## src/sv/fsa_pkg.sv

```systemverilog
// Shared types and constants of the Forth stack ALU.
`timescale 1ns / 1ps
`default_nettype none
package fsa_pkg;
	localparam int CELL_W = 32;
	localparam int OP_W = 5;
	localparam int ST_W = 3;
	localparam int DATA_DEPTH = 64;
	localparam int RETURN_DEPTH = 32;
	localparam int DDEP_W = $clog2(DATA_DEPTH + 1);
	localparam int RDEP_W = $clog2(RETURN_DEPTH + 1);

	typedef logic [CELL_W-1:0] cell_t;

	typedef enum logic [OP_W-1:0] {
		OP_LIT, OP_DUP, OP_SWAP, OP_OVER, OP_ROT, OP_DROP, OP_DROP2, OP_PICK,
		OP_ADD, OP_SUB, OP_MUL, OP_DIV, OP_MOD, OP_GT, OP_LT, OP_EQ,
		OP_AND, OP_OR, OP_NOT, OP_TRUE, OP_FALSE, OP_TO_R, OP_FROM_R, OP_DOT
	} op_t;

	localparam logic [ST_W-1:0] ST_OK        = 3'd0;
	localparam logic [ST_W-1:0] ST_D_UNDER   = 3'd1;
	localparam logic [ST_W-1:0] ST_D_OVER    = 3'd2;
	localparam logic [ST_W-1:0] ST_DIV_ZERO  = 3'd3;
	localparam logic [ST_W-1:0] ST_R_UNDER   = 3'd4;
	localparam logic [ST_W-1:0] ST_R_OVER    = 3'd5;

	// Forth flags in this machine: zero is true.
	localparam cell_t FLAG_TRUE  = '0;
	localparam cell_t FLAG_FALSE = cell_t'(1);
endpackage
`default_nettype wire

```

## src/sv/fsa_div.sv

```systemverilog
// Bit-serial signed divider giving truncated quotient and remainder.
`timescale 1ns / 1ps
`default_nettype none
module fsa_div (
	input  wire logic clk,
	input  wire logic arst_n,
	input  wire logic start,
	input  wire fsa_pkg::cell_t dividend,
	input  wire fsa_pkg::cell_t divisor,
	output logic done,
	output fsa_pkg::cell_t quotient,
	output fsa_pkg::cell_t remainder
);
	import fsa_pkg::*;
	localparam int CNT_W = $clog2(CELL_W + 1);

	logic busy_q;
	logic [CNT_W-1:0] cnt_q;
	logic [CELL_W:0] rem_q;
	cell_t quo_q, dvs_q;
	logic qneg_q, rneg_q;
	logic [CELL_W:0] trial;
	logic [CELL_W:0] shifted;

	assign shifted = {rem_q[CELL_W-1:0], quo_q[CELL_W-1]};
	assign trial = shifted - {1'b0, dvs_q};

	always_ff @(posedge clk or negedge arst_n) begin
		if (!arst_n) begin
			busy_q <= 1'b0;
			done <= 1'b0;
			cnt_q <= '0;
		end else begin
			done <= 1'b0;
			if (start) begin
				busy_q <= 1'b1;
				cnt_q <= CNT_W'(CELL_W);
			end else if (busy_q) begin
				cnt_q <= cnt_q - CNT_W'(1);
				if (cnt_q == CNT_W'(1)) begin
					busy_q <= 1'b0;
					done <= 1'b1;
				end
			end
		end
	end

	always_ff @(posedge clk) begin
		if (start) begin
			rem_q <= '0;
			quo_q <= dividend[CELL_W-1] ? -dividend : dividend;
			dvs_q <= divisor[CELL_W-1] ? -divisor : divisor;
			qneg_q <= dividend[CELL_W-1] ^ divisor[CELL_W-1];
			rneg_q <= dividend[CELL_W-1];
		end else if (busy_q) begin
			if (!trial[CELL_W]) begin
				rem_q <= trial;
				quo_q <= {quo_q[CELL_W-2:0], 1'b1};
			end else begin
				rem_q <= shifted;
				quo_q <= {quo_q[CELL_W-2:0], 1'b0};
			end
		end
	end

	assign quotient = qneg_q ? -quo_q : quo_q;
	assign remainder = rneg_q ? -rem_q[CELL_W-1:0] : rem_q[CELL_W-1:0];
endmodule
`default_nettype wire

```

## config.mk

```make
export PLATFORM = sky130hd
export DESIGN_NAME = fsa_div
export DESIGN_NICKNAME = d
export VERILOG_FILES = /design/src/sv/fsa_pkg.sv /design/src/sv/fsa_div.sv
export SDC_FILE = /design/constraint.sdc
export NUM_CORES = 1
export LEC_CHECK = 0
export BUFFER_PORTS_ARGS = -buffer_cell sky130_fd_sc_hd__buf_2
export CAP_MARGIN = 20
export CORE_UTILIZATION = 40
export CTS_CLUSTER_DIAMETER = 40
export DETAILED_ROUTE_END_ITERATION = 12
export GPL_TIMING_DRIVEN = 0
export PLACE_DENSITY = 0.58
export REMOVE_ABC_BUFFERS = 1
export SYNTH_ARGS = -nofsm -noshare
export SYNTH_HDL_FRONTEND = slang
export SYNTH_SLANG_ARGS = --single-unit
```

## constraint.sdc

```tcl
create_clock -name clk -period 7.4 [get_ports clk]
set_input_delay 0.74 -clock clk [delete_from_list [all_inputs] [get_ports clk]]
set_output_delay 0.74 -clock clk [all_outputs]
set_load 0.1 [all_outputs]
```

==> results of run 1 <==
-- layout make-up --
type                    count  share of cell area, %
diodes                      3                 0.0769
clock buffers              11                   2.60
clock inverters             5                  0.372
inverters                  56                   2.15
multi-input cells         780                   54.1
flip-flops and latches    106                   28.9
well taps                 270                   3.46
repair buffers            137                   8.35
-- cell families after synthesis --
family,after synthesis,synth area share [%]
AOI/OAI and AO/OA,269,20.8
DFF,106,33.2
buffers and inverters,100,4.68
xor gates and xnor gates,151,15.6
adders and majority gates,39,5.83
muxes,14,1.66
and+or+nand+nor,307,18.3
-- synth_stat cells, types with 9 or more instances --
cell / instances / area [µm²]
or3_1: 9 / 56.3
nand2_1: 84 / 315
clkbuf_1: 33 / 124
a21o_1: 11 / 82.6
xnor2_1: 111 / 972
nand2b_1: 19 / 119
nor2b_1: 10 / 62.6
inv_1: 56 / 210
nor4_1: 11 / 68.8
nor2_1: 101 / 379
ha_1: 38 / 475
o31ai_1: 31 / 233
nand3_1: 9 / 45.0
a211oi_1: 27 / 203
mux2i_1: 13 / 130
o41ai_1: 17 / 149
or4_1: 16 / 120
o21ai_0: 61 / 305
xor2_1: 40 / 350
dfxtp_1: 32 / 641
nor3_1: 12 / 60.1
a21oi_1: 78 / 390
edfxtp_1: 66 / 1980
-- stage by stage --
step	utilization [%]	cell area, µm²	std cells	hold WS (ns)
5_1_grt	47.5	9760	1367	0.213
2_1_floorplan	-	8310	942	0.444
6_report	47.5	9760	1368	0.217
3_5_place_dp	45.9	9440	1348	0.497
4_1_cts	47.3	9730	1364	0.206
3_3_place_gp	45.3	9310	1343	0.502
-- power by group --
part | internal [mW] | switching, mW
Combinational | 0.714 | 2.07
Clock | 0.250 | 0.224
Sequential | 0.751 | 0.158
-- flip-flops by register name, indices dropped and copies added (netlist names) --
signal,cells
cnt_q,6
quo_q,32
rem_q,32
rneg_q,1
done,1
dvs_q,32
busy_q,1
qneg_q,1
-- worst max-delay path by stage --
stage,startpoint,end,slack (ns),cells past startpoint
finish,rem_q[2]$_SDFFE_PP0P_,remainder[25],3.20,7
global route,rem_q[2]$_SDFFE_PP0P_,remainder[25],2.93,7
CTS,rem_q[2]$_SDFFE_PP0P_,remainder[25],3.13,7
detailed placement,rem_q[0]$_SDFFE_PP0P_,rem_q[18]$_SDFFE_PP0P_,3.44,12
global placement,rem_q[0]$_SDFFE_PP0P_,rem_q[30]$_SDFFE_PP0P_,2.58,11
floorplan,quo_q[0]$_DFFE_PP_,quotient[31],2.87,9
-- cells in the final DEF, fill, tap and decap left out, drive strengths merged, types with 22 or more instances in the layout --
cell    count
buf       137
xnor2     111
nor2      101
nand2      84
a21oi      78
edfxtp     66
o21ai      64
inv        57
xor2       40
ha         38
o31ai      33
dfxtp      32
a211oi     27
o41ai      22
-- routing by layer --
layer | up-vias | GRT usage, % | part of all wire [%]
met5 | - | 0 | 0.11
met4 | 4 | 6.03 | 1.6
met3 | 21 | 2.59 | 3.6
met2 | 128 | 30.9 | 46
met1 | 3291 | 25.6 | 48
li1 | 3777 | - | -
==> results.md, run 1 <==
- Die height: 148 µm
- Total Power: 4.16 mW
- Slew HR: 39.7%
- Leak pwr: 4.01 nW
- Hold-fix buffer count after cts: 0
- Worst Path Required: 6.66 ns
- Max-cap viol count: 0
- PostCTS Resize Cnt: 0
- Final ANT Viol Nets: 0
- Initial antenna violation count: 5
- Crit path time final: 4.20 ns
- Synth warn: 0
- Setup CP Type: register to output port
- Slowest cell on crit path: nor4_1
- #FFs+latches synth: 106
- Setup Fix Bufs, Post-CTS: 0
- Vias: 7221
- Vias per Instance: 5.28
- CTS buffer count: 9
- Starting Density: 41.3%
- Max Clk Rate: 238 MHz
- Area of the multi-input gates: 0.00528 mm²
- GR Util All Layers: 18.8%
- Pwr per Cell Area: 426 mW/mm²
- Total gr overflow: 0
- Post-DR wirelength/cell: 15.0 µm
- Synth cell types: 66
- CTS tree: yes
- CP max FO: 7
- Final setup viols: 0
- Post-place setup slack: 3.44 ns
- Sequential element share of the synthesized area: 33.2%
- Max Slew Vio Count: 0
- H-tree levels: 3
- Crit path capture type: output port
- Die Area: 0.0218 mm²
- Synthesized cell area: 0.00850 mm²
- Max stage delay on crit path: 0.73 ns
- Hold Vio Cnt, Final: 0
- Family with the most delay on the worst path: simple AND/OR/NAND/NOR gates
- DR pass1 iterations: 5
- Setup tns final: 0 ns
- Period utilization: 56.8%
- Worst r2r src: quo_q[31]$_DFFE_PP_
- Core ar.: 0.0206 mm²
- Flop-to-flop setup slack: 3.42 ns
- Clock-pin slew of the registers on the worst-case setup and hold paths: 0.07 ns
- Worst Tran Pin Value: 0.905 ns
- Rows: 52
- Drt drc: 0
- Fillers: 2051
- Gpl congestion: 0.844
- CTS root buffer: clkbuf_16
- Cells after synthesis: 986
- FF+latch area: 0.00282 mm²
- Ys async rst share: 7.55%
- Detail Placement HPWL: 15.7 mm
- Sequence of cells on the critical path: nor4_1 > nand3_1 > or3_1 > or3_4 > o31ai_1 > xnor2_1 > buf_2
- Post-synth EDFFs: 66
- Clock Sinks: 106
- Layout cell share with drive strength beyond 1: 16.3%
- Vias in the first global route: 6495
- CTS Buffer Depth: 2
- Die width: 148 µm
- First-pass GRT wire length: 33.0 mm
- RSZ-0062 raised after global routing: no
- Crit path arrival time: 3.46 ns
- Final WL: 20.5 mm
- Setup ws final: 3.20 ns
- DR iter-0 viols: 359
- # IOs: 132
- I/O Buffers: 131
- Clock Latency Late Sink: 0.35 ns
- Crit path launch type: register
- Area Overhead vs Synth: 14.9%
- Nets@finish: 1196
- FF-to-FF End: rem_q[18]$_SDFFE_PP0P_
- Reg2Reg Depth: 13
- Top_reg_cell synth: edfxtp_1
- Largest net degree at the start of global routing: 88
- Fin Clk Skew: 0.00525 ns
- Synth Area per Inst: 8.62 µm²
- Outcome: finished clean
- Buf/Inv on CP: 1
- Hold crit path type: input pin to async pin
- Worst VDD drop: 0.274 mV
Note: power is estimated with default switching activity, not from simulation.
==> run 2: changes to the inputs <==
--- a/config.mk
+++ b/config.mk
@@ -5,13 +5,14 @@
 export SDC_FILE = /design/constraint.sdc
 export NUM_CORES = 1
 export LEC_CHECK = 0
+export ABC_AREA = 1
 export BUFFER_PORTS_ARGS = -buffer_cell sky130_fd_sc_hd__buf_2
 export CAP_MARGIN = 20
 export CORE_UTILIZATION = 40
 export CTS_CLUSTER_DIAMETER = 40
 export DETAILED_ROUTE_END_ITERATION = 12
 export GPL_TIMING_DRIVEN = 0
-export PLACE_DENSITY = 0.58
+export PLACE_DENSITY = 0.57
 export REMOVE_ABC_BUFFERS = 1
 export SYNTH_ARGS = -nofsm -noshare
 export SYNTH_HDL_FRONTEND = slang
==> constraint.sdc (replaced) <==
create_clock -name clk -period 4.2 [get_ports clk]
set_input_delay 0.42 -clock clk [delete_from_list [all_inputs] [get_ports clk]]
set_output_delay 0.42 -clock clk [all_outputs]
set_load 0.1 [all_outputs]
==> run 2 against run 1 <==
Against the previous run: clock skew grew 0.0065 ns; count of clock-buffer cells in the layout shrank 1; clock power grew 81%; global-route usage grew 3.8 points; cell area grew 16%; power grew 14%; core utilization shrank 1.2 points; final cell count grew 48%; register-to-register slack lost 2.2 ns; critical endpoint is now remainder[23]; synthesized cell count grew 60%; sequential power grew 45%.
==> results.md, run 2 <==
- Outcome: finished clean
- Max Clk Rate: 302 MHz
- Top cells by area, synth: edfxtp_1, nand2_1, inv_1, xor2_1, dfxtp_1
- Fin util: 46.3% (-1.2 points)
- Top post-synthesis cells by count: nand2_1, inv_1, nor2_1
- Hold depth: 1
- Worst hold slack: 0.259 ns (+0.0423 ns)
- Biggest regs: dvs_q: 32 flops, quo_q: 32 flops, rem_q: 32 flops
- Setup Fix Bufs, Post-CTS: 0 (unchanged)
- CTS tree: yes
- Synth warn: 0 (unchanged)
- Clock-pin slew of the registers on the worst-case setup and hold paths: 0.08 ns (about the same)
- Layout cell share with drive strength beyond 1: 12.3% (-4.0 points)
- Post-DR wirelength/cell: 14.1 µm (-5.7%)
- Most numerous cell in the Yosys netlist: nand2_1
- Largest net degree at the start of global routing: 42 (-52%)
- Crit path capture type: output port
- Synthesized cell area: 0.0101 mm² (+19%)
- Slew HR: 38.7% (-0.99 points)
- Share of the synthesized area in the top cell type: 19.7% (-3.7 points)
- Synth cell types: 51 (-23%)
- Core ar.: 0.0245 mm² (+19%)
- Clock Sinks: 106 (unchanged)
- Max-cap viol count: 0 (unchanged)
- Crit path time final: 3.31 ns
- Period utilization: 78.9%
- Reg2Reg Depth: 15 (+2)
- Die width: 161 µm (+8.8%)
- CP max FO: 5 (-2)
- CTS root buffer: clkbuf_16
- Die height: 161 µm (+8.8%)
- Met3 wire length: 1.14 mm (+53%)
- DR iter-0 viols: 439 (+22%)
- Top_reg_cell synth: edfxtp_1
- Hold crit path type: input pin to register
- Starting Density: 41.1% (-0.25 points)
- Setup tns final: 0 ns (unchanged)
- GR Util All Layers: 22.6% (+3.8 points)
- Leak pwr: 6.13 nW (+53%)
- Final ANT Viol Nets: 0 (unchanged)
- Max Slew Vio Count: 0 (unchanged)
- Max layer used: met5
- Wl on met1: 12.8 mm (+29%)
- Worst Tran Pin Value: 0.920 ns (+0.0148 ns)
- Fin Clk Skew: 0.0118 ns (+0.00652 ns)
- Worst Path Required: 3.78 ns (-2.88 ns)
- Crit path arrival time: 2.89 ns (-0.57 ns)
- # IOs: 132 (unchanged)
- Fillers: 2710 (+32%)
- Initial antenna violation count: 5 (unchanged)
- #FFs+latches synth: 106 (unchanged)
- Final WL: 28.6 mm (+39%)
- PostCTS Resize Cnt: 0 (unchanged)
- Cells after synthesis: 1578 (+60%)
- H-tree levels: 3 (unchanged)
- Most common cell after layout, fill and taps aside: nand2_1
- Clock Latency Late Sink: 0.35 ns (about the same)
- WL met2: 13.9 mm (+46%)
- Ys async rst share: 7.55% (unchanged)
- Largest area contributor in the netlist: edfxtp_1
- Most frequent cells in the layout: nand2_1, inv_1, nor2_1
- Total gr overflow: 0 (unchanged)
- Non-filler cells, final: 2023 (+48%)
- Area Overhead vs Synth: 12.7%
- Drt drc: 0 (unchanged)
- CTS Buffer Depth: 2 (unchanged)
- Crit path launch type: register
- Synth Area per Inst: 6.39 µm² (-26%)
- Post-synth EDFFs: 66 (unchanged)
- Nets@finish: 1799 (+50%)
- First-pass GRT wire length: 46.6 mm (+41%)
- Die Area: 0.0258 mm² (+18%)
- Placed cell count: 2005 (+49%)
- Gpl congestion: 0.913 (+8.1%)
- Final setup viols: 0 (unchanged)
- Worst VDD drop: 0.363 mV (+33%)
- Vias per Instance: 4.86 (-7.9%)
- DR pass1 iterations: 5 (unchanged)
- Hold Vio Cnt, Final: 0 (unchanged)
- Pwr per Cell Area: 418 mW/mm² (-1.9%)
- Setup CP Type: register to output port
- Vias in the first global route: 9367 (+44%)
- RSZ-0062 raised after global routing: no
- I/O Buffers: 131 (unchanged)
- Detail Placement HPWL: 23.6 mm (+50%)
- CTS buffer count: 9 (unchanged)
- Sequential element share of the synthesized area: 28.0% (-5.2 points)
- Rows: 57 (+9.6%)
- Vias: 9840 (+36%)
[run 2: logic make-up (layout without fill, tap and decap cells)]
logic type	after synthesis	count (layout)	share of synthesized area [%]
other	0	1	0
AO/OA/AOI/OAI	138	138	7.65
buffers and inverters	314	434	12.3
AND/OR/NAND/NOR	862	862	36.9
XOR/XNOR	119	119	10.3
adder cells (fa/ha/maj)	39	39	4.92
flip-flops	106	106	28.0
[run 2: stage by stage]
stage / power [mW] / worst slack, ns / area (µm²)
floorplan: 3.42 / -0.141 / 9910
global placement: 3.91 / -0.940 / 11000
detailed placement: 3.92 / 1.23 / 11100
CTS: 4.79 / 0.895 / 11400
global route: 4.98 / 0.664 / 11400
finish: 4.75 / 0.888 / 11400
[run 2: worst max-delay path: stages, from the launching register on]
cell and delay [ns]:
dfxtp_1 0.35, inv_1 0.16, nand3_1 0.13, nor3_2 0.24, nand4_1 0.25, nor2_2 0.35
nand2_1 0.13, o21ai_2 0.29, xor2_1 0.18, buf_2 0.44
[run 2: worst paths after layout]
| kind | from | slack, ns | end |
|---|---|---|---|
| setup / recovery | rem_q[0]$_SDFFE_PP0P_ | 0.89 | remainder[23] |
| max in group asynchronous | arst_n | 3.58 | cnt_q[0]$_DFFE_PN0P_ |
| min in group asynchronous | arst_n | 0.44 | done$_DFF_PN0_ |
| setup reg to reg | quo_q[31]$_DFFE_PP_ | 1.24 | quo_q[0]$_DFFE_PP_ |
| hold reg to reg | rem_q[1]$_SDFFE_PP0P_ | 0.48 | rem_q[1]$_SDFFE_PP0P_ |
| hold / removal | divisor[0] | 0.26 | dvs_q[0]$_DFFE_PP_ |
[run 2: layout make-up]
| cell class | count | area, µm² | area share [%] |
|---|---|---|---|
| diodes | 1 | 2.50 | 0.0220 |
| clock buffers | 10 | 250 | 2.20 |
| clock inverters | 6 | 45.0 | 0.397 |
| inverters | 283 | 1060 | 9.35 |
| multi-input cells | 1158 | 6040 | 53.2 |
| flip-flops and latches | 106 | 2820 | 24.8 |
| well taps | 324 | 405 | 3.57 |
| repair buffers | 135 | 733 | 6.45 |
[run 2: metal layers]
metal	vias up	GRT usage, %
li1	5173	-
met1	4425	27.8
met2	193	40.3
met3	43	3.49
met4	6	7.25
met5	-	0
[run 2: what timing repair did]
item / 4_1_cts / 5_1_grt
hold buffers: 1 / 0
hold endpoints to repair: 8 / 0
setup endpoints to repair: 0 / 0
[run 2: power by group]
group | switching, mW | internal [mW] | leakage, nW
registers | 0.0931 | 1.23 | 1.04
logic | 2.12 | 0.461 | 4.94
clock network | 0.411 | 0.446 | 0.149
